$ cat src/hdl/kscu_pkg.sv
// Shared types and constants for the keyword substitution cipher unit.
// Used by the front classifier, the item queue, the back engine and the top level.
package kscu_pkg;

  localparam int unsigned NUM_LETTERS = 26;
  localparam int unsigned LETTER_W    = 5;
  localparam int unsigned CHAR_W      = 8;
  localparam int unsigned MODE_W      = 2;

  // queue between front and back
  localparam int unsigned FIFO_DEPTH = 4;
  localparam int unsigned PTR_W      = $clog2(FIFO_DEPTH);
  localparam int unsigned CNT_W      = $clog2(FIFO_DEPTH + 1);

  // input mode codes
  localparam logic [MODE_W-1:0] MODE_KEY = 2'd0;
  localparam logic [MODE_W-1:0] MODE_ENC = 2'd1;
  localparam logic [MODE_W-1:0] MODE_DEC = 2'd2;

  // ASCII letter bounds
  localparam logic [CHAR_W-1:0] CHAR_UP_A = 8'h41;
  localparam logic [CHAR_W-1:0] CHAR_UP_Z = 8'h5A;
  localparam logic [CHAR_W-1:0] CHAR_LO_A = 8'h61;
  localparam logic [CHAR_W-1:0] CHAR_LO_Z = 8'h7A;

  typedef enum logic [1:0] {
    OP_KEY = 2'd0,
    OP_ENC = 2'd1,
    OP_DEC = 2'd2
  } op_kind_e;

  // classified item as carried through the queue
  typedef struct packed {
    op_kind_e              kind;
    logic [CHAR_W-1:0]     ch;
    logic                  is_letter;
    logic                  lower;
    logic [LETTER_W-1:0]   idx;
    logic                  last;
  } op_t;

endpackage

$ cat src/hdl/kscu_front.sv
// Front classifier: accepts input words, decodes mode and letter class.
// Depends on kscu_pkg; feeds kscu_fifo.
module kscu_front (
  input  logic                          in_valid_i,
  input  logic [kscu_pkg::MODE_W-1:0]   mode_i,
  input  logic [kscu_pkg::CHAR_W-1:0]   char_in_i,
  input  logic                          keyword_last_i,
  input  logic                          fifo_full_i,
  output logic                          in_stall_o,
  output logic                          push_o,
  output kscu_pkg::op_t                 op_o
);
  import kscu_pkg::*;

  logic              is_upper;
  logic              is_lower;
  logic [CHAR_W-1:0] offset;

  // stall while the queue has no room
  assign in_stall_o = fifo_full_i;

  // detect ASCII letters and derive the letter index
  assign is_upper = (char_in_i >= CHAR_UP_A) && (char_in_i <= CHAR_UP_Z);
  assign is_lower = (char_in_i >= CHAR_LO_A) && (char_in_i <= CHAR_LO_Z);
  assign offset   = char_in_i - (is_lower ? CHAR_LO_A : CHAR_UP_A);

  // build the queue entry
  always_comb begin
    op_o.ch        = char_in_i;
    op_o.is_letter = is_upper | is_lower;
    op_o.lower     = is_lower;
    op_o.idx       = offset[LETTER_W-1:0];
    op_o.last      = keyword_last_i;
    case (mode_i)
      MODE_KEY: op_o.kind = OP_KEY;
      MODE_ENC: op_o.kind = OP_ENC;
      MODE_DEC: op_o.kind = OP_DEC;
      default:  op_o.kind = OP_KEY;
    endcase
  end

  // drop the unused mode code here
  assign push_o = in_valid_i && !fifo_full_i &&
                  ((mode_i == MODE_KEY) || (mode_i == MODE_ENC) || (mode_i == MODE_DEC));

endmodule

$ cat src/hdl/kscu_fifo.sv
// Short queue of classified words between front and back.
// Depends on kscu_pkg for op_t and the queue depth.
module kscu_fifo (
  input  logic          clk_i,
  input  logic          rst_ni,
  input  logic          push_i,
  input  kscu_pkg::op_t op_i,
  input  logic          pop_i,
  output logic          full_o,
  output logic          valid_o,
  output kscu_pkg::op_t op_o
);
  import kscu_pkg::*;

  op_t              mem_q [FIFO_DEPTH];
  logic [PTR_W-1:0] wr_ptr_q, wr_ptr_d;
  logic [PTR_W-1:0] rd_ptr_q, rd_ptr_d;
  logic [CNT_W-1:0] count_q, count_d;
  logic             do_push;
  logic             do_pop;

  assign full_o  = (count_q == CNT_W'(FIFO_DEPTH));
  assign valid_o = (count_q != '0);
  assign op_o    = mem_q[rd_ptr_q];

  assign do_push = push_i && !full_o;
  assign do_pop  = pop_i && valid_o;

  // advance pointers and occupancy
  always_comb begin
    wr_ptr_d = do_push ? wr_ptr_q + 1'b1 : wr_ptr_q;
    rd_ptr_d = do_pop  ? rd_ptr_q + 1'b1 : rd_ptr_q;
    count_d  = count_q;
    if (do_push && !do_pop) begin
      count_d = count_q + 1'b1;
    end else if (do_pop && !do_push) begin
      count_d = count_q - 1'b1;
    end
  end

  always_ff @(posedge clk_i or negedge rst_ni) begin
    if (!rst_ni) begin
      wr_ptr_q <= '0;
      rd_ptr_q <= '0;
      count_q  <= '0;
    end else begin
      wr_ptr_q <= wr_ptr_d;
      rd_ptr_q <= rd_ptr_d;
      count_q  <= count_d;
    end
  end

  // store entries
  always_ff @(posedge clk_i) begin
    if (do_push) begin
      mem_q[wr_ptr_q] <= op_i;
    end
  end

endmodule

$ cat src/hdl/kscu_back.sv
// Back engine: builds the alphabet, runs the Z..A fill and maps text words.
// Depends on kscu_pkg; pops from kscu_fifo and drives the output register.
module kscu_back (
  input  logic                        clk_i,
  input  logic                        rst_ni,
  input  logic                        fifo_valid_i,
  input  kscu_pkg::op_t               op_i,
  output logic                        pop_o,
  output logic                        out_valid_o,
  input  logic                        out_stall_i,
  output logic [kscu_pkg::CHAR_W-1:0] char_out_o
);
  import kscu_pkg::*;

  typedef enum logic [1:0] {
    ST_RUN  = 2'b01,
    ST_FILL = 2'b10
  } state_e;

  state_e                 state_q, state_d;
  logic [LETTER_W-1:0]    fill_k_q, fill_k_d;
  logic [NUM_LETTERS-1:0] used_q, used_d, used_eff;
  logic [LETTER_W-1:0]    placed_q, placed_d, placed_eff;
  logic                   complete_q, complete_d;

  logic [LETTER_W-1:0]    cipher_mem [NUM_LETTERS];
  logic [LETTER_W-1:0]    plain_mem  [NUM_LETTERS];

  logic                   out_valid_q, out_valid_d;
  logic [CHAR_W-1:0]      ch_q;
  logic                   lower_q;
  logic                   hit_q;
  logic [LETTER_W-1:0]    rd_q;

  logic                   out_free;
  logic                   key_pop;
  logic                   text_pop;
  logic                   filling;
  logic                   place_req;
  logic [LETTER_W-1:0]    place_idx;
  logic                   can_place;
  logic                   hit;

  // pop control: keywords need no output slot, text needs one
  assign filling  = (state_q == ST_FILL);
  assign out_free = !out_valid_q || !out_stall_i;
  assign key_pop  = fifo_valid_i && !filling && (op_i.kind == OP_KEY);
  assign text_pop = fifo_valid_i && !filling && (op_i.kind != OP_KEY) && out_free;
  assign pop_o    = key_pop || text_pop;

  // a keyword after completion starts a fresh alphabet
  assign used_eff   = (key_pop && complete_q) ? '0 : used_q;
  assign placed_eff = (key_pop && complete_q) ? '0 : placed_q;

  // select the letter to place: fill counter or keyword letter
  assign place_idx = filling ? fill_k_q : op_i.idx;
  assign place_req = filling || (key_pop && op_i.is_letter);
  assign can_place = place_req && !used_eff[place_idx] &&
                     (placed_eff < LETTER_W'(NUM_LETTERS));

  // text hit: encrypt needs a full alphabet, decrypt a placed letter
  assign hit = op_i.is_letter &&
               ((op_i.kind == OP_ENC) ? complete_q : used_q[op_i.idx]);

  // next state of alphabet builder
  always_comb begin
    state_d    = state_q;
    fill_k_d   = fill_k_q;
    used_d     = used_eff;
    placed_d   = placed_eff;
    complete_d = complete_q;
    if (can_place) begin
      used_d[place_idx] = 1'b1;
      placed_d          = placed_eff + 1'b1;
    end
    case (state_q)
      ST_RUN: begin
        if (key_pop) begin
          complete_d = 1'b0;
          if (op_i.last) begin
            state_d  = ST_FILL;
            fill_k_d = LETTER_W'(NUM_LETTERS - 1);
          end
        end
      end
      ST_FILL: begin
        if (fill_k_q == '0) begin
          state_d    = ST_RUN;
          complete_d = 1'b1;
        end else begin
          fill_k_d = fill_k_q - 1'b1;
        end
      end
      default: begin
        state_d = ST_RUN;
      end
    endcase
  end

  // hold or drop the output word
  always_comb begin
    out_valid_d = out_valid_q;
    if (text_pop) begin
      out_valid_d = 1'b1;
    end else if (!out_stall_i) begin
      out_valid_d = 1'b0;
    end
  end

  always_ff @(posedge clk_i or negedge rst_ni) begin
    if (!rst_ni) begin
      state_q     <= ST_RUN;
      fill_k_q    <= '0;
      used_q      <= '0;
      placed_q    <= '0;
      complete_q  <= 1'b0;
      out_valid_q <= 1'b0;
    end else begin
      state_q     <= state_d;
      fill_k_q    <= fill_k_d;
      used_q      <= used_d;
      placed_q    <= placed_d;
      complete_q  <= complete_d;
      out_valid_q <= out_valid_d;
    end
  end

  // alphabet tables: one write and one registered read each
  always_ff @(posedge clk_i) begin
    if (can_place) begin
      cipher_mem[placed_eff] <= place_idx;
      plain_mem[place_idx]   <= placed_eff;
    end
    if (text_pop) begin
      rd_q    <= (op_i.kind == OP_ENC) ? cipher_mem[op_i.idx] : plain_mem[op_i.idx];
      ch_q    <= op_i.ch;
      lower_q <= op_i.lower;
      hit_q   <= hit;
    end
  end

  // rebuild the letter with its case
  assign out_valid_o = out_valid_q;
  assign char_out_o  = hit_q ? ((lower_q ? CHAR_LO_A : CHAR_UP_A) + CHAR_W'(rd_q)) : ch_q;

  // placed count tracks the set of used letters
  a_count_matches: assert property (@(posedge clk_i) disable iff (!rst_ni)
    $countones(used_q) == 32'(placed_q))
    else $error("placed count differs from used letters");

  // a complete alphabet holds every letter
  a_complete_full: assert property (@(posedge clk_i) disable iff (!rst_ni)
    complete_q |-> (placed_q == LETTER_W'(NUM_LETTERS)) && (&used_q))
    else $error("alphabet marked complete but not full");

  // no item leaves the queue during the fill
  a_no_pop_fill: assert property (@(posedge clk_i) disable iff (!rst_ni)
    filling |-> !pop_o)
    else $error("pop during fill");

  // the last fill step completes the alphabet
  a_fill_done: assert property (@(posedge clk_i) disable iff (!rst_ni)
    (filling && (fill_k_q == '0)) |=> (complete_q && (state_q == ST_RUN)))
    else $error("fill did not complete alphabet");

endmodule

$ cat src/hdl/keyword_substitution_cipher_unit.sv
// Keyword substitution cipher unit, top level.
// Text words pass the queue, then the output register; one per cycle while out_stall_i is low and no fill runs.
// A keyword word needs no output slot; the last one starts the fill, which places the letters from Z down to A.
// Queue of 4 words lets the input keep flowing during a fill until it fills up.
// Reset clears the queue, the alphabet state and the output valid; tables hold garbage.
// Depends on kscu_pkg, kscu_front, kscu_fifo and kscu_back.
module keyword_substitution_cipher_unit (
  input  logic                        clk_i,
  input  logic                        rst_ni,
  input  logic                        in_valid_i,
  output logic                        in_stall_o,
  input  logic [kscu_pkg::MODE_W-1:0] mode_i,
  input  logic [kscu_pkg::CHAR_W-1:0] char_in_i,
  input  logic                        keyword_last_i,
  output logic                        out_valid_o,
  input  logic                        out_stall_i,
  output logic [kscu_pkg::CHAR_W-1:0] char_out_o
);
  import kscu_pkg::*;

  logic fifo_full;
  logic fifo_valid;
  logic push;
  logic pop;
  op_t  front_op;
  op_t  head_op;

  kscu_front u_front (
    .in_valid_i     (in_valid_i),
    .mode_i         (mode_i),
    .char_in_i      (char_in_i),
    .keyword_last_i (keyword_last_i),
    .fifo_full_i    (fifo_full),
    .in_stall_o     (in_stall_o),
    .push_o         (push),
    .op_o           (front_op)
  );

  kscu_fifo u_fifo (
    .clk_i   (clk_i),
    .rst_ni  (rst_ni),
    .push_i  (push),
    .op_i    (front_op),
    .pop_i   (pop),
    .full_o  (fifo_full),
    .valid_o (fifo_valid),
    .op_o    (head_op)
  );

  kscu_back u_back (
    .clk_i        (clk_i),
    .rst_ni       (rst_ni),
    .fifo_valid_i (fifo_valid),
    .op_i         (head_op),
    .pop_o        (pop),
    .out_valid_o  (out_valid_o),
    .out_stall_i  (out_stall_i),
    .char_out_o   (char_out_o)
  );

endmodule

$ cat config.mk
export PLATFORM = sky130hd
export DESIGN_NAME = keyword_substitution_cipher_unit
export DESIGN_NICKNAME = d
export VERILOG_FILES = /design/src/hdl/kscu_pkg.sv /design/src/hdl/kscu_front.sv /design/src/hdl/kscu_fifo.sv /design/src/hdl/kscu_back.sv /design/src/hdl/keyword_substitution_cipher_unit.sv
export SDC_FILE = /design/constraint.sdc
export NUM_CORES = 1
export LEC_CHECK = 0
export BUFFER_PORTS_ARGS = -buffer_cell sky130_fd_sc_hd__buf_4
export CORE_MARGIN = 8
export CORE_UTILIZATION = 40
export CTS_CLUSTER_SIZE = 8
export DETAILED_ROUTE_END_ITERATION = 6
export HOLD_SLACK_MARGIN = 0.12
export SLEW_MARGIN = 20
export SYNTH_ARGS = -nofsm -noshare
export SYNTH_HDL_FRONTEND = slang
export SYNTH_SLANG_ARGS = --single-unit
$ cat constraint.sdc
create_clock -name clk_i -period 5.2 [get_ports clk_i]
set_clock_uncertainty 0.1 [all_clocks]
set_input_delay 0.26 -clock clk_i [delete_from_list [all_inputs] [get_ports clk_i]]
set_output_delay 0.26 -clock clk_i [all_outputs]
set_load 0.01 [all_outputs]
# Word level (Yosys, flattened, before mapping)
# Memories as Yosys holds them, arrays and structs flattened.
# Cells that the tools add are included.
# word_totals
regBits	62
mem_bits_rw	332
out_inout_bits	10
n_memories	3
# mem_list
memory	words	width	rd	rd_ports_with_merged_regs	write_ports	line	text
u_back.cipher_mem	26	5	1	0	1	kscu_back.sv:26	logic [LETTER_W-1:0] cipher_mem [NUM_LETTERS];
u_back.plain_mem	26	5	1	0	1	kscu_back.sv:27	logic [LETTER_W-1:0] plain_mem [NUM_LETTERS];
u_fifo.mem_q	4	18	1	0	1	kscu_fifo.sv:15	op_t mem_q [FIFO_DEPTH];
# classes
add_sub_neg	8
magnitude_cmp	8
n_eq_ne	11
muxes	35
bitwise	2
n_reduce_logical	40
# ops
cell	count
2-to-1 mux 26 bit	2
2-to-1 mux 5 bit	7
OR 26 bit	1
logical AND 1 bit	18
greater-or-equal comparator 8 x 7 -> 1 bit, second input constant	2
<= comparator 8 x 7 -> 1 bit, second input constant	2
less-than comparator 5 x 6 -> 1 bit, second input constant	2
2-to-1 mux 1 bit	12
binary-select mux 1 bit (select 5 bit)	2
case mux 5 bit (2 select lines)	1
adder 8 x 5 -> 8 bit	1
2-to-1 mux 8 bit	1
case mux 2 bit (2 select lines)	2
zero test 1 bit	7
== test 2 x 1 -> 1 bit, second input constant	3
2-to-1 mux 2 bit	3
2-to-1 mux 3 bit	2
2-to-1 mux 6 bit	1
!= test 2 bit, second input constant	3
AND reduction 3 bit	2
nonzero test 2 bit	3
adder 5 x 1 -> 5 bit, second input constant	1
demux 1 bit (select 5 bit)	1
greater-or-equal comparator 5 x 1 -> 1 bit, second input constant	1
16 further kinds	24

# Logic depth before layout (Yosys ltp)
# Gate-level depths: netlist (run 1).
# depth
ltp_word	13
mapped_depth	13
mapped_depth_nobuf	9

# Hierarchy
# Synthesis (run 1) repeated with hierarchy kept, for this count alone.
# hier_totals
cells_unflattened	940
area_unflattened_um2	16614.7
# by_module_without_submodules
module	instances	cells_per_inst	area_each_um2	seq_area_each_um2
kscu_back	1	774	13319.0	9260.1
kscu_fifo	1	129	3030.4	2337.2
kscu_front	1	37	265.3	0.0

# Worst setup path before layout (run 1)
# OpenSTA, ideal clock, no wires.
# synth_path
path_type	register -> register
startpoint	register u_fifo.rd_ptr_q[1]
endpoint	memory u_back.cipher_mem[25][0], enable pin
t_arrival_ns	3.297
path_slack_ns	1.487
stages_incl_launch_ff	14
period_less_slack_ns	3.713
cell_sequence	dfrtp_1 > buf_2 > mux2_2 > a31oi_1 > and2_1 > buf_2 > clkinv_1 > mux4_2 > a211oi_2 > nand4_2 > a21oi_2 > buf_4 > buf_6 > and4_1
# synth_lines
element	line	text
start: declaration	kscu_fifo.sv:17	logic [PTR_W-1:0] rd_ptr_q, rd_ptr_d;
start signal: assignment	kscu_fifo.sv:48	rd_ptr_q <= rd_ptr_d;
memory read (4 x 18 bit)	-	
2-to-1 mux 5 bit	kscu_back.sv:56	assign place_idx = filling ? fill_k_q : op_i.idx;
named net u_back.place_idx[1]	kscu_back.sv:40	logic [LETTER_W-1:0] place_idx;
binary-select mux 1 bit (select 5 bit)	kscu_back.sv:58	assign can_place = place_req && !used_eff[place_idx] &&
2-to-1 mux 1 bit (not written as such)	kscu_back.sv:58	
zero test 1 bit	kscu_back.sv:58	
logical AND 1 bit (2 in series)	kscu_back.sv:58	
2-to-1 mux 1 bit	kscu_back.sv:130	if (can_place) begin
2-to-1 mux 1 bit (not written as such)	kscu_back.sv:131	cipher_mem[placed_eff] <= place_idx;
end: declaration	kscu_back.sv:26	
# The timed path passes the listed nets, and every way through them passes these cells. The select of a mux whose other input is x is not followed.

# Worst setup path after layout (run 1)
# layout_path
startpoint	register u_fifo.rd_ptr_q[1]
endpoint	memory u_back.cipher_mem[11][4], enable pin
# The elaborated chain is that of the path after synthesis.

==> out/summary.json, run 1 <==
{
  "postSynthCellCount": {"value": 998},
  "synth_cell_types": {"value": 64},
  "drtAntennaViolNets": {"value": 0},
  "grt_usage": {"value": 15.9, "unit": "%"},
  "irDropWorstVdd": {"value": 0.000335, "unit": "V"},
  "pwr_density_cell": {"value": 618, "unit": "nW/um2"},
  "critPathArrivalTime": {"value": 4320, "unit": "ps"},
  "antenna_found_initial": {"value": 1},
  "grt_pass1_wl": {"value": 60200, "unit": "um"},
  "finalWirelength": {"value": 38800, "unit": "um"},
  "wl_per_cell": {"value": 23.4, "unit": "um"},
  "final_max_slew_viol_count": {"value": 0},
  "place_hpwl": {"value": 24200, "unit": "um"},
  "cp_max_fo": {"value": 61},
  "gp_congestion": {"value": 0.771},
  "pre_cts_ws": {"value": 977, "unit": "ps"},
  "grt_setup_unrepaired": {"value": "no"},
  "via_count": {"value": 9232},
  "synthesis.area_per_instance": {"value": 16.9, "unit": "um2"},
  "cts.repair_timing.setup_buffer_count": {"value": 0},
  "initial_core_utilization": {"value": 40.3, "unit": "%"},
  "vertical_die_dimension": {"value": 221, "unit": "um"},
  "critical-path-slowest-cell": {"value": "sky130_fd_sc_hd__dfrtp_1"},
  "io_pins": {"value": 25},
  "critical-path-top-delay-family": {"value": "simple AND/OR/NAND/NOR gates"},
  "synth-edff-count": {"value": 347},
  "worst_slew_margin_rel": {"value": 31.9, "unit": "%"},
  "ctsHoldBuffers": {"value": 15},
  "port-buffer-count": {"value": 24},
  "clockBufferDepth": {"value": 3},
  "min_path_type": {"value": "input port to async pin"},
  "tritoncts_num_sinks": {"value": 394},
  "timing_worst_setup_path_type": {"value": "flop to flop"},
  "min_period_over_period": {"value": 80.1, "unit": "%"},
  "worst_setup_path_end_kind": {"value": "flop"},
  "die_x": {"value": 221, "unit": "um"},
  "max_freq": {"value": 0.240, "unit": "GHz"},
  "drive_above_1_share": {"value": 20.5, "unit": "%"},
  "syn_area": {"value": 16800, "unit": "um2"},
  "critical_path_buffers_and_inverters": {"value": 3},
  "synth-seq-area-share": {"value": 68.9, "unit": "%"},
  "drt_pre_antenna_iters": {"value": 5},
  "total_gr_overflow": {"value": 0},
  "cts-root-buf": {"value": "sky130_fd_sc_hd__clkbuf_16"},
  "layout_setup_ws": {"value": 1030, "unit": "ps"},
  "syn_warnings": {"value": 0},
  "cp_cell_sequence": {"value": "mux2_2 -> a31oi_1 -> buf_4 -> and2_1 -> clkinv_1 -> mux4_2 -> a211oi_2 -> nand4_2 -> a21oi_4 -> buf_12 -> and4_1"},
  "critical-path-max-stage-delay": {"value": 630, "unit": "ps"},
  "drcViolationCount": {"value": 0},
  "num-nets-final": {"value": 1100},
  "floorplan.core_area": {"value": 41800, "unit": "um2"},
  "mappedNetlistNets": {"value": 1029},
  "layout_commonest_cell": {"value": "sky130_fd_sc_hd__edfxtp_1"},
  "viasPerCell": {"value": 5.58},
  "cts-htree-levels": {"value": 2},
  "cts_tree": {"value": "built"},
  "cp.required": {"value": 5350, "unit": "ps"},
  "timing.setup.tns": {"value": 0, "unit": "ps"},
  "design.die.area": {"value": 48900, "unit": "um2"},
  "ys_seq_elements": {"value": 394},
  "setup_viol": {"value": 0},
  "num_antenna_cells": {"value": 0},
  "slew_worst_pin": {"value": 1020, "unit": "ps"},
  "pin_count_of_the_biggest_net_entering_global_routing": {"value": 78},
  "path_clk_slew": {"value": 50, "unit": "ps"},
  "synth-main-ff-cell": {"value": "sky130_fd_sc_hd__edfxtp_1"},
  "ctsResizeCount": {"value": 0},
  "flow.area_growth_from_synthesis": {"value": 15.9, "unit": "%"},
  "grt_pass1_vias": {"value": 9932},
  "async_flop_share": {"value": 11.9, "unit": "%"},
  "std_cell_rows": {"value": 75},
  "worst_skew_pair.late_latency": {"value": 590, "unit": "ps"},
  "detail_route.iter0.violations": {"value": 767},
  "status": {"value": "finished, final reports clean"},
  "layout.cells.most_common_list": {"value": "347 x sky130_fd_sc_hd__edfxtp_1, 93 x sky130_fd_sc_hd__nand2_1, 81 x sky130_fd_sc_hd__mux4_2"},
  "setup.worst_path.start_class": {"value": "flop"},
  "finalCriticalPeriod": {"value": 4170, "unit": "ps"},
  "max_cap_check_violation_count": {"value": 0},
  "hold_violations": {"value": 0},
  "cts_inserted_buffers": {"value": 55},
  "total_leakage_power": {"value": 0.00681, "unit": "uW"}
}
[registers in the layout, indices dropped and copies added, names as in the netlist, 2 cells and up]
| register | count |
|---|---|
| u_back.cipher_mem | 130 |
| u_back.plain_mem | 130 |
| u_fifo.mem_q | 72 |
| u_back.used_q | 26 |
| u_back.ch_q | 8 |
| u_back.fill_k_q | 5 |
| u_back.placed_q | 5 |
| u_back.rd_q | 5 |
| u_fifo.count_q | 3 |
| u_back.state_q | 2 |
| u_fifo.rd_ptr_q | 2 |
| u_fifo.wr_ptr_q | 2 |
[cells by family after synthesis]
group / after synthesis / share of synthesized area [%]
flip-flops: 394 / 68.9
multiplexers: 127 / 13.8
buffers and inverters: 81 / 2.01
AND/OR/NAND/NOR: 258 / 8.13
XOR/XNOR: 18 / 0.937
adder cells (fa/ha/maj): 16 / 1.23
AO/OA/AOI/OAI: 104 / 4.97
[stage by stage]
stage | utilization, % | cells | area, um2 | total power (uW) | hold WS (ps)
2_1_floorplan | - | 998 | 16800 | 7230 | -136
3_3_place_gp | 42.5 | 1536 | 17700 | 8820 | 228
6_report | 46.7 | 1655 | 19500 | 12000 | 151
5_1_grt | 46.7 | 1655 | 19500 | 12600 | 200
3_5_place_dp | 42.5 | 1536 | 17700 | 8840 | 228
4_1_cts | 46.7 | 1655 | 19500 | 12100 | 151
[cells in the mapped netlist, types with 2 or more instances]
cell type / count / area, um2
sky130_fd_sc_hd__nor2b_1: 6 / 37.5
sky130_fd_sc_hd__a211o_1: 6 / 52.6
sky130_fd_sc_hd__nor2_1: 29 / 109
sky130_fd_sc_hd__nand4_1: 2 / 12.5
sky130_fd_sc_hd__or4b_2: 3 / 30.0
sky130_fd_sc_hd__a2111oi_0: 5 / 43.8
sky130_fd_sc_hd__inv_1: 18 / 67.6
sky130_fd_sc_hd__mux2_2: 12 / 135
sky130_fd_sc_hd__o21a_1: 3 / 22.5
sky130_fd_sc_hd__mux2i_1: 32 / 320
sky130_fd_sc_hd__a31oi_1: 4 / 25.0
sky130_fd_sc_hd__o211ai_1: 4 / 30.0
sky130_fd_sc_hd__and3_1: 42 / 263
sky130_fd_sc_hd__nor3_1: 8 / 40.0
sky130_fd_sc_hd__and3b_1: 2 / 17.5
sky130_fd_sc_hd__ha_1: 15 / 188
sky130_fd_sc_hd__buf_4: 4 / 30.0
sky130_fd_sc_hd__and4_1: 26 / 228
sky130_fd_sc_hd__a32o_1: 28 / 280
sky130_fd_sc_hd__o31ai_1: 2 / 15.0
sky130_fd_sc_hd__a21boi_0: 5 / 37.5
sky130_fd_sc_hd__buf_1: 12 / 45.0
sky130_fd_sc_hd__edfxtp_1: 347 / 10400
sky130_fd_sc_hd__and2_1: 7 / 43.8
sky130_fd_sc_hd__xor2_1: 8 / 70.1
sky130_fd_sc_hd__o21ai_0: 8 / 40.0
sky130_fd_sc_hd__a311oi_1: 5 / 43.8
sky130_fd_sc_hd__nand2_1: 93 / 349
sky130_fd_sc_hd__dfrtp_1: 46 / 1150
sky130_fd_sc_hd__mux4_2: 82 / 1850
sky130_fd_sc_hd__clkbuf_1: 35 / 131
sky130_fd_sc_hd__nand2b_1: 4 / 25.0
sky130_fd_sc_hd__nor3b_1: 4 / 30.0
sky130_fd_sc_hd__a21o_1: 2 / 15.0
sky130_fd_sc_hd__nand3_1: 24 / 120
sky130_fd_sc_hd__buf_2: 9 / 45.0
sky130_fd_sc_hd__a21oi_1: 18 / 90.1
sky130_fd_sc_hd__xnor2_1: 10 / 87.6
sky130_fd_sc_hd__nor4_1: 3 / 18.8
[area by class of cell]
cell class,instances,area [um2]
well taps,539,674
multi-input cells,523,4920
clock buffers,101,1570
fillers,3525,22300
clock inverters,3,33.8
flip-flops and latches,394,11600
repair buffers,75,626
inverters,20,75.1
[worst paths after layout]
check                                   start                       end  slack [ps]  cells after the start
setup / recovery           u_fifo.rd_ptr_q[1]  u_back.cipher_mem[11][4]        1030                     11
hold / removal                         rst_ni         u_back.used_q[14]         150                      2
setup reg to reg           u_fifo.rd_ptr_q[1]  u_back.cipher_mem[11][4]        1030                     11
hold reg to reg             u_fifo.count_q[2]         u_fifo.count_q[2]         390                      1
max in group asynchronous              rst_ni        u_fifo.wr_ptr_q[0]        4400                      2
min in group clk_i             keyword_last_i        u_fifo.mem_q[0][0]         350                      2
[routing by layer]
| layer | share of wire [%] | GRT usage (%) | vias up | wire, um |
|---|---|---|---|---|
| met4 | 3.5 | 6.28 | 2 | 1350 |
| li1 | - | - | 4156 | - |
| met1 | 43 | 20.6 | 4747 | 16800 |
| met2 | 48 | 26.1 | 249 | 18600 |
| met3 | 5.0 | 3.16 | 78 | 1950 |
| met5 | 0.034 | 0 | - | 13 |
[report_power, final]
| group | switching, uW | internal, uW |
|---|---|---|
| Clock | 1280 | 2010 |
| Combinational | 2660 | 1670 |
| Sequential | 237 | 4190 |
Note: power is estimated with default switching activity, not from simulation.
==> run 2: changes to the inputs <==
==> constraint.sdc (replaced) <==
create_clock -name clk_i -period 3.98 [get_ports clk_i]
set_clock_uncertainty 0.1 [all_clocks]
set_input_delay 0.199 -clock clk_i [delete_from_list [all_inputs] [get_ports clk_i]]
set_output_delay 0.199 -clock clk_i [all_outputs]
set_load 0.01 [all_outputs]
==> run 2 against run 1 <==
  * Via count barely moved
  * Highest routed layer is now met4
  * Largest cell class unchanged
  * Final cell count up 0.36%
  * Wire length decreased by 2.4%
==> out/summary.json, run 2 (synthesis results as in run 1) <==
{
  "grt_pass1_wl": {"value": 58800, "unit": "um", "change": "was 60200 um"},
  "irDropWorstVdd": {"value": 0.000694, "unit": "V", "change": "was 0.000335 V"},
  "min_period_over_period": {"value": 94.9, "unit": "%", "change": "was 80.1%"},
  "setup.worst_path.start_class": {"value": "flop", "change": "unchanged"},
  "cp_max_fo": {"value": 44, "change": "was 61"},
  "cp_cell_sequence": {"value": "buf_4 -> mux2_2 -> a41oi_1 -> a21oi_1 -> o211a_1 -> a211oi_2 -> nand4_2 -> a21oi_4 -> buf_12 -> and4_1", "change": "was mux2_2 -> a31oi_1 -> buf_4 -> and2_1 -> clkinv_1 -> mux4_2 -> a211oi_2 -> nand4_2 -> a21oi_4 -> buf_12 -> and4_1"},
  "grt_setup_unrepaired": {"value": "no", "change": "unchanged"},
  "filler_cell_count": {"value": 3508, "change": "was 3525"},
  "cts_tree": {"value": "built", "change": "unchanged"},
  "final_max_slew_viol_count": {"value": 0, "change": "unchanged"},
  "drt_pre_antenna_iters": {"value": 5, "change": "unchanged"},
  "place_hpwl": {"value": 24000, "unit": "um", "change": "was 24200 um"},
  "critPathArrivalTime": {"value": 3930, "unit": "ps", "change": "was 4320 ps"},
  "finalCriticalPeriod": {"value": 3780, "unit": "ps", "change": "was 4170 ps"},
  "setup_viol": {"value": 0, "change": "unchanged"},
  "port-buffer-count": {"value": 24, "change": "unchanged"},
  "initial_core_utilization": {"value": 40.3, "unit": "%", "change": "unchanged"},
  "grt_pass1_vias": {"value": 9737, "change": "was 9932"},
  "finalWirelength": {"value": 37800, "unit": "um", "change": "was 38800 um"},
  "cts-root-buf": {"value": "sky130_fd_sc_hd__clkbuf_16", "change": "unchanged"},
  "total_power": {"value": 15800, "unit": "uW", "change": "was 12000 uW"},
  "num-nets-final": {"value": 1119, "change": "was 1100"},
  "cp.required": {"value": 4140, "unit": "ps", "change": "was 5350 ps"},
  "die_x": {"value": 221, "unit": "um", "change": "unchanged"},
  "slew_worst_pin": {"value": 1030, "unit": "ps", "change": "was 1020 ps"},
  "detail_route.iter0.violations": {"value": 752, "change": "was 767"},
  "total_leakage_power": {"value": 0.00691, "unit": "uW", "change": "was 0.00681 uW"},
  "clockBufferDepth": {"value": 3, "change": "unchanged"},
  "wl_per_cell": {"value": 22.8, "unit": "um", "change": "was 23.4 um"},
  "reg2regPathDepth": {"value": 10, "change": "was 11"},
  "drcViolationCount": {"value": 0, "change": "unchanged"},
  "critical-path-max-stage-delay": {"value": 520, "unit": "ps", "change": "was 630 ps"},
  "antenna_found_initial": {"value": 0, "change": "was 1"},
  "layout.cells.most_common_list": {"value": "347 x sky130_fd_sc_hd__edfxtp_1, 93 x sky130_fd_sc_hd__nand2_1, 81 x sky130_fd_sc_hd__mux4_2", "change": "unchanged"},
  "max_cap_check_violation_count": {"value": 0, "change": "unchanged"},
  "critical-path-slowest-cell": {"value": "sky130_fd_sc_hd__dfrtp_1", "change": "unchanged"},
  "pwr_density_cell": {"value": 801, "unit": "nW/um2", "change": "was 618 nW/um2"},
  "drive_above_1_share": {"value": 22.1, "unit": "%", "change": "was 20.5%"},
  "timing.setup.tns": {"value": 0, "unit": "ps", "change": "unchanged"},
  "vertical_die_dimension": {"value": 221, "unit": "um", "change": "unchanged"},
  "design.die.area": {"value": 48900, "unit": "um2", "change": "unchanged"},
  "gp_congestion": {"value": 0.765, "change": "was 0.771"},
  "hold_violations": {"value": 0, "change": "unchanged"},
  "timing.hold.worst.start": {"value": "keyword_last_i"},
  "tritoncts_num_sinks": {"value": 394, "change": "unchanged"},
  "worst_hold_path.endpoint": {"value": "u_fifo.mem_q[0][0]"},
  "grt_usage": {"value": 15.4, "unit": "%", "change": "was 15.9%"},
  "total_gr_overflow": {"value": 0, "change": "unchanged"},
  "viasPerCell": {"value": 5.56, "change": "was 5.58"},
  "multiInputGateArea": {"value": 4930, "unit": "um2", "change": "was 4920 um2"},
  "std_cell_rows": {"value": 75, "change": "unchanged"},
  "setup.reg_to_reg.worst_slack": {"value": 200, "unit": "ps", "change": "was 1030 ps"},
  "cts_inserted_buffers": {"value": 55, "change": "unchanged"},
  "layout_commonest_cell": {"value": "sky130_fd_sc_hd__edfxtp_1", "change": "unchanged"},
  "path_clk_slew": {"value": 50, "unit": "ps", "change": "about the same"},
  "cts-htree-levels": {"value": 2, "change": "unchanged"},
  "max_freq": {"value": 0.265, "unit": "GHz", "change": "was 0.240 GHz"},
  "worst_slew_margin_rel": {"value": 31.2, "unit": "%", "change": "was 31.9%"},
  "timing.rr.end": {"value": "u_back.cipher_mem[13][2]", "change": "was u_back.cipher_mem[11][4]"},
  "register_area": {"value": 11600, "unit": "um2", "change": "unchanged"},
  "status": {"value": "finished, final reports clean", "change": "unchanged"},
  "layout_top_registers": {"value": "u_back.cipher_mem x130, u_back.plain_mem x130, u_fifo.mem_q x72", "change": "unchanged"},
  "via_count": {"value": 9233, "change": "was 9232"},
  "whs_path_depth": {"value": 2},
  "pin_count_of_the_biggest_net_entering_global_routing": {"value": 78, "change": "unchanged"},
  "flow.area_growth_from_synthesis": {"value": 16.9, "unit": "%", "change": "was 15.9%"},
  "worst_setup_path_end_kind": {"value": "flop", "change": "unchanged"},
  "floorplan.core_area": {"value": 41800, "unit": "um2", "change": "unchanged"},
  "timing_worst_setup_path_type": {"value": "flop to flop", "change": "unchanged"},
  "timing.rr.start": {"value": "u_fifo.rd_ptr_q[1]", "change": "unchanged"},
  "io_pins": {"value": 25, "change": "unchanged"},
  "worst_skew_pair.late_latency": {"value": 600, "unit": "ps", "change": "was 590 ps"},
  "drtAntennaViolNets": {"value": 0, "change": "unchanged"},
  "min_path_type": {"value": "input port to flop", "change": "was input port to async pin"}
}
## run 2: cell count changes in the layout (fill, tap and decap cells not counted), sizes merged
| cell | before | now |
|---|---|---|
| diode | 0 | 1 |
| clkinv | 3 | 1 |
| buf | 60 | 78 |
| dlygate4sd3 | 15 | 16 |
| clkinvlp | 0 | 1 |
| clkbuf | 101 | 88 |
## run 2: cell type report
class                   instances  share of cell area (%)
diodes                          1                  0.0127
clock buffers                  88                    7.84
clock inverters                 2                   0.140
inverters                      20                   0.382
multi-input cells             523                    25.1
flip-flops and latches        394                    59.0
well taps                     539                    3.43
repair buffers                 94                    4.15
## run 2: power breakdown
part	internal, uW	switching, uW	total (uW)
Combinational	2320	3390	5720
Clock	2610	1640	4250
Sequential	5470	320	5790
## run 2: through the flow
stage	hold WS, ps	cell area (um2)	std cells	util [%]	setup WS, ps
after floorplan	-197	16800	998	-	267
after global placement	174	17900	1553	42.9	161
after detailed placement	176	17900	1553	42.9	57.7
after CTS	225	19700	1660	47.1	0.249
after global routing	252	19700	1660	47.1	43.2
final	254	19700	1661	47.1	204
## run 2: critical path: cells and delay by family, from the launching register on
family / cells / cell delay [ps]
compound gates: 5 / 1390
buf+inv: 2 / 480
flops: 1 / 520
mux: 1 / 350
simple gates: 2 / 560
## run 2: worst max-delay path by stage
stage                       startpoint                  endpoint  slack [ps]  depth (start not counted)
detailed placement  u_fifo.rd_ptr_q[0]  u_back.cipher_mem[13][1]          60                         11
global placement    u_fifo.rd_ptr_q[0]  u_back.cipher_mem[13][0]         160                         11
floorplan           u_fifo.rd_ptr_q[1]  u_back.cipher_mem[25][0]         270                         13
global route        u_fifo.rd_ptr_q[0]   u_back.cipher_mem[0][4]          40                         11
CTS                 u_fifo.rd_ptr_q[0]  u_back.cipher_mem[13][2]         0.2                         11
finish              u_fifo.rd_ptr_q[1]  u_back.cipher_mem[13][2]         200                         10
## run 2: timing repair
| item | in CTS | in global routing |
|---|---|---|
| hold buffers | 17 | 0 |
| gates resized for setup | 0 | 2 |
| endpoints found under the hold margin | 122 | 0 |
| buffers inserted | 0 | 0 |
| setup endpoints to repair | 0 | 279 |
## run 2: routing by layer
layer / vias up / global-route usage [%] / routed length (um)
met5: - / 0 / 0
met4: 0 / 4.76 / 817
met3: 59 / 3.04 / 1830
met2: 233 / 25.3 / 18400
met1: 4754 / 20.7 / 16800
li1: 4187 / - / -
==> run 3: changes to the inputs <==
--- a/config.mk
+++ b/config.mk
@@ -6,11 +6,12 @@
 export NUM_CORES = 1
 export LEC_CHECK = 0
 export BUFFER_PORTS_ARGS = -buffer_cell sky130_fd_sc_hd__buf_4
-export CORE_MARGIN = 8
+export CORE_MARGIN = 2
 export CORE_UTILIZATION = 40
 export CTS_CLUSTER_SIZE = 8
 export DETAILED_ROUTE_END_ITERATION = 6
 export HOLD_SLACK_MARGIN = 0.12
+export SETUP_SLACK_MARGIN = 0.1
 export SLEW_MARGIN = 20
 export SYNTH_ARGS = -nofsm -noshare
 export SYNTH_HDL_FRONTEND = slang
==> run 3 against run 2 <==
  * Utilization decreased by 0.063 points
  * First-iteration DRC count increased by 15%
  * Register-to-register slack improved by 130 ps
  * Critical path depth unchanged
  * Largest power group unchanged
  * Highest routed layer unchanged
==> out/summary.json, run 3 (synthesis results as in run 1) <==
{
  "status": {"value": "finished, final reports clean", "change": "unchanged"},
  "place_hpwl": {"value": 23800, "unit": "um", "change": "was 24000 um"},
  "post-route-util": {"value": 47.0, "unit": "%", "change": "was 47.1%"},
  "cts_tree": {"value": "built", "change": "unchanged"},
  "total_gr_overflow": {"value": 0, "change": "unchanged"},
  "path_clk_slew": {"value": 50, "unit": "ps", "change": "about the same"},
  "vertical_die_dimension": {"value": 209, "unit": "um", "change": "was 221 um"},
  "worst_setup_path_end_kind": {"value": "flop", "change": "unchanged"},
  "drcViolationCount": {"value": 0, "change": "unchanged"},
  "critical-path-top-delay-family": {"value": "simple AND/OR/NAND/NOR gates", "change": "was compound AO/OA/AOI/OAI gates"},
  "critPathArrivalTime": {"value": 3790, "unit": "ps", "change": "was 3930 ps"},
  "viasPerCell": {"value": 5.62, "change": "was 5.56"},
  "std_cell_rows": {"value": 75, "change": "unchanged"},
  "pre_cts_ws": {"value": 258, "unit": "ps", "change": "was 57.7 ps"},
  "initial_core_utilization": {"value": 40.3, "unit": "%", "change": "unchanged"},
  "endpoint": {"value": "u_back.plain_mem[21][3]", "change": "was u_back.cipher_mem[13][2]"},
  "drt_pre_antenna_iters": {"value": 5, "change": "unchanged"},
  "power.share.clock": {"value": 27.4, "unit": "%", "change": "was 27.0%"},
  "timing.rr.end": {"value": "u_back.plain_mem[21][3]", "change": "was u_back.cipher_mem[13][2]"},
  "min_period_over_period": {"value": 91.6, "unit": "%", "change": "was 94.9%"},
  "cts-htree-levels": {"value": 2, "change": "unchanged"},
  "cp.required": {"value": 4130, "unit": "ps", "change": "was 4140 ps"},
  "drtAntennaViolNets": {"value": 0, "change": "unchanged"},
  "layout_commonest_cell": {"value": "sky130_fd_sc_hd__edfxtp_1", "change": "unchanged"},
  "worst_setup_path_startpoint": {"value": "u_fifo.rd_ptr_q[1]", "change": "unchanged"},
  "setup.worst_path.start_class": {"value": "flop", "change": "unchanged"},
  "max_cap_check_violation_count": {"value": 0, "change": "unchanged"},
  "cts-root-buf": {"value": "sky130_fd_sc_hd__clkbuf_16", "change": "unchanged"},
  "num_antenna_cells": {"value": 0, "change": "was 1"},
  "design.die.area": {"value": 43700, "unit": "um2", "change": "was 48900 um2"},
  "timing.critical_path.depth": {"value": 10, "change": "unchanged"},
  "clockBufferDepth": {"value": 3, "change": "unchanged"},
  "grt_usage": {"value": 17.8, "unit": "%", "change": "was 15.4%"},
  "pin_count_of_the_biggest_net_entering_global_routing": {"value": 78, "change": "unchanged"},
  "die_x": {"value": 209, "unit": "um", "change": "was 221 um"},
  "detail_route.iter0.violations": {"value": 862, "change": "was 752"},
  "via_count": {"value": 9369, "change": "was 9233"},
  "max_freq": {"value": 0.274, "unit": "GHz", "change": "was 0.265 GHz"},
  "hold_violations": {"value": 0, "change": "unchanged"},
  "slew_worst_pin": {"value": 1030, "unit": "ps", "change": "about the same"},
  "p_seq_share": {"value": 36.5, "unit": "%", "change": "was 36.7%"},
  "layout.cells.most_common_list": {"value": "347 x sky130_fd_sc_hd__edfxtp_1, 93 x sky130_fd_sc_hd__nand2_1, 81 x sky130_fd_sc_hd__mux4_2", "change": "unchanged"},
  "io_pins": {"value": 25, "change": "unchanged"},
  "layout_top_registers": {"value": "u_back.cipher_mem x130, u_back.plain_mem x130, u_fifo.mem_q x72", "change": "unchanged"},
  "finalWirelength": {"value": 38300, "unit": "um", "change": "was 37800 um"},
  "grt_pass1_vias": {"value": 9582, "change": "was 9737"},
  "irDropWorstVdd": {"value": 0.000434, "unit": "V", "change": "was 0.000694 V"},
  "port-buffer-count": {"value": 24, "change": "unchanged"},
  "timing.setup.tns": {"value": 0, "unit": "ps", "change": "unchanged"},
  "comb_power_share": {"value": 36.1, "unit": "%", "change": "was 36.3%"},
  "cp_max_fo": {"value": 27, "change": "was 44"},
  "timing_worst_setup_path_type": {"value": "flop to flop", "change": "unchanged"},
  "cts.repair_timing.setup_buffer_count": {"value": 0, "change": "unchanged"},
  "finalCriticalPeriod": {"value": 3650, "unit": "ps", "change": "was 3780 ps"},
  "internal_power": {"value": 10400, "unit": "uW", "change": "about the same"},
  "antenna_found_initial": {"value": 0, "change": "unchanged"},
  "total_leakage_power": {"value": 0.00689, "unit": "uW", "change": "was 0.00691 uW"},
  "critical-path-max-stage-delay": {"value": 420, "unit": "ps", "change": "was 520 ps"},
  "critical_path_buffers_and_inverters": {"value": 2, "change": "unchanged"},
  "critical-path-slowest-cell": {"value": "sky130_fd_sc_hd__dfrtp_1", "change": "unchanged"},
  "grt_pass1_wl": {"value": 59200, "unit": "um", "change": "was 58800 um"},
  "power_switching": {"value": 5490, "unit": "uW", "change": "was 5350 uW"},
  "cp_cell_sequence": {"value": "mux2_2 -> a31oi_1 -> and2_1 -> clkinv_1 -> mux4_2 -> a211oi_2 -> nand4_2 -> a21oi_4 -> buf_4 -> and3_1", "change": "was buf_4 -> mux2_2 -> a41oi_1 -> a21oi_1 -> o211a_1 -> a211oi_2 -> nand4_2 -> a21oi_4 -> buf_12 -> and4_1"},
  "reg2regPathDepth": {"value": 10, "change": "unchanged"},
  "wl_per_cell": {"value": 23.0, "unit": "um", "change": "was 22.8 um"},
  "tritoncts_num_sinks": {"value": 394, "change": "unchanged"},
  "min_path_type": {"value": "input port to flop", "change": "unchanged"},
  "worst_slew_margin_rel": {"value": 31.6, "unit": "%", "change": "was 31.2%"},
  "gp_congestion": {"value": 0.808, "change": "was 0.765"},
  "timing.rr.start": {"value": "u_fifo.rd_ptr_q[1]", "change": "unchanged"},
  "setup_viol": {"value": 0, "change": "unchanged"},
  "worst_skew_pair.late_latency": {"value": 580, "unit": "ps", "change": "was 600 ps"},
  "flow.area_growth_from_synthesis": {"value": 16.7, "unit": "%", "change": "was 16.9%"},
  "pwr_density_cell": {"value": 806, "unit": "nW/um2", "change": "was 801 nW/um2"},
  "num-nets-final": {"value": 1113, "change": "was 1119"},
  "cts_inserted_buffers": {"value": 55, "change": "unchanged"},
  "floorplan.core_area": {"value": 41800, "unit": "um2", "change": "unchanged"},
  "power_switching_share": {"value": 34.6, "unit": "%", "change": "was 34.0%"},
  "grt_setup_unrepaired": {"value": "no", "change": "unchanged"},
  "drive_above_1_share": {"value": 21.3, "unit": "%", "change": "was 22.1%"},
  "setup.reg_to_reg.worst_slack": {"value": 330, "unit": "ps", "change": "was 200 ps"},
  "layout_setup_ws": {"value": 335, "unit": "ps", "change": "was 204 ps"},
  "final_max_slew_viol_count": {"value": 0, "change": "unchanged"}
}
run 3: cell type report:
class / count / area (um2)
Tap cell: 539 / 674
Sequential cell: 394 / 11600
Fill cell: 3468 / 22100
Inverter: 20 / 75.1
Clock buffer: 100 / 1570
Multi-Input combinational cell: 523 / 4930
Timing Repair Buffer: 88 / 744
Clock inverter: 3 / 57.6
run 3: metrics by stage:
| step | cells | total power [uW] | cell area, um2 | hold slack [ps] |
|---|---|---|---|---|
| global placement | 1547 | 11600 | 17800 | 171 |
| finish | 1667 | 15800 | 19600 | 286 |
| global route | 1667 | 16600 | 19600 | 282 |
| detailed placement | 1547 | 11600 | 17800 | 187 |
| CTS | 1667 | 16000 | 19600 | 253 |
| floorplan | 998 | 9450 | 16800 | -197 |
run 3: metal layers:
metal	wire (um)	track usage (%)	up-vias	share of wire, %
met5	0	0	-	0
met4	724	5.05	0	1.9
met3	1800	2.65	51	4.7
met2	18500	28.4	255	48
met1	17200	25.5	4876	45
li1	-	-	4187	-
run 3: timing repair:
| item | CTS | global route |
|---|---|---|
| hold buffers | 17 | 0 |
| endpoints found under the setup margin | 0 | 10 |
| gates resized for setup | 0 | 1 |
| hold endpoints to repair | 134 | 0 |
run 3: how the worst min path moves through the flow:
stage                       from                   to  slack [ps]  cells past startpoint
finish              char_in_i[6]  u_fifo.mem_q[2][14]         290                      2
global route        char_in_i[5]  u_fifo.mem_q[2][13]         280                      2
CTS                 char_in_i[6]  u_fifo.mem_q[3][14]         250                      2
detailed placement        rst_ni    u_back.used_q[21]         190                      1
global placement          rst_ni    u_back.used_q[21]         170                      1
floorplan                 rst_ni    u_back.complete_q        -200                      0
run 3: power by group through the flow:
stage | logic [uW] | clock network (uW) | registers (uW)
after global placement | 5710 | 0 | 5850
after detailed placement | 5720 | 0 | 5850
after CTS | 5770 | 4430 | 5780
final | 5720 | 4350 | 5780
after global routing | 6180 | 4600 | 5830
after floorplan | 3750 | 0 | 5700
run 3: worst register-to-register path: stages, from the launching register on:
cell and delay (ps):
sky130_fd_sc_hd__dfrtp_1 420, sky130_fd_sc_hd__mux2_2 400, sky130_fd_sc_hd__a31oi_1 230, sky130_fd_sc_hd__and2_1 320, sky130_fd_sc_hd__clkinv_1 140, sky130_fd_sc_hd__mux4_2 320, sky130_fd_sc_hd__a211oi_2 250, sky130_fd_sc_hd__nand4_2 220
sky130_fd_sc_hd__a21oi_4 240, sky130_fd_sc_hd__buf_4 310, sky130_fd_sc_hd__and3_1 370
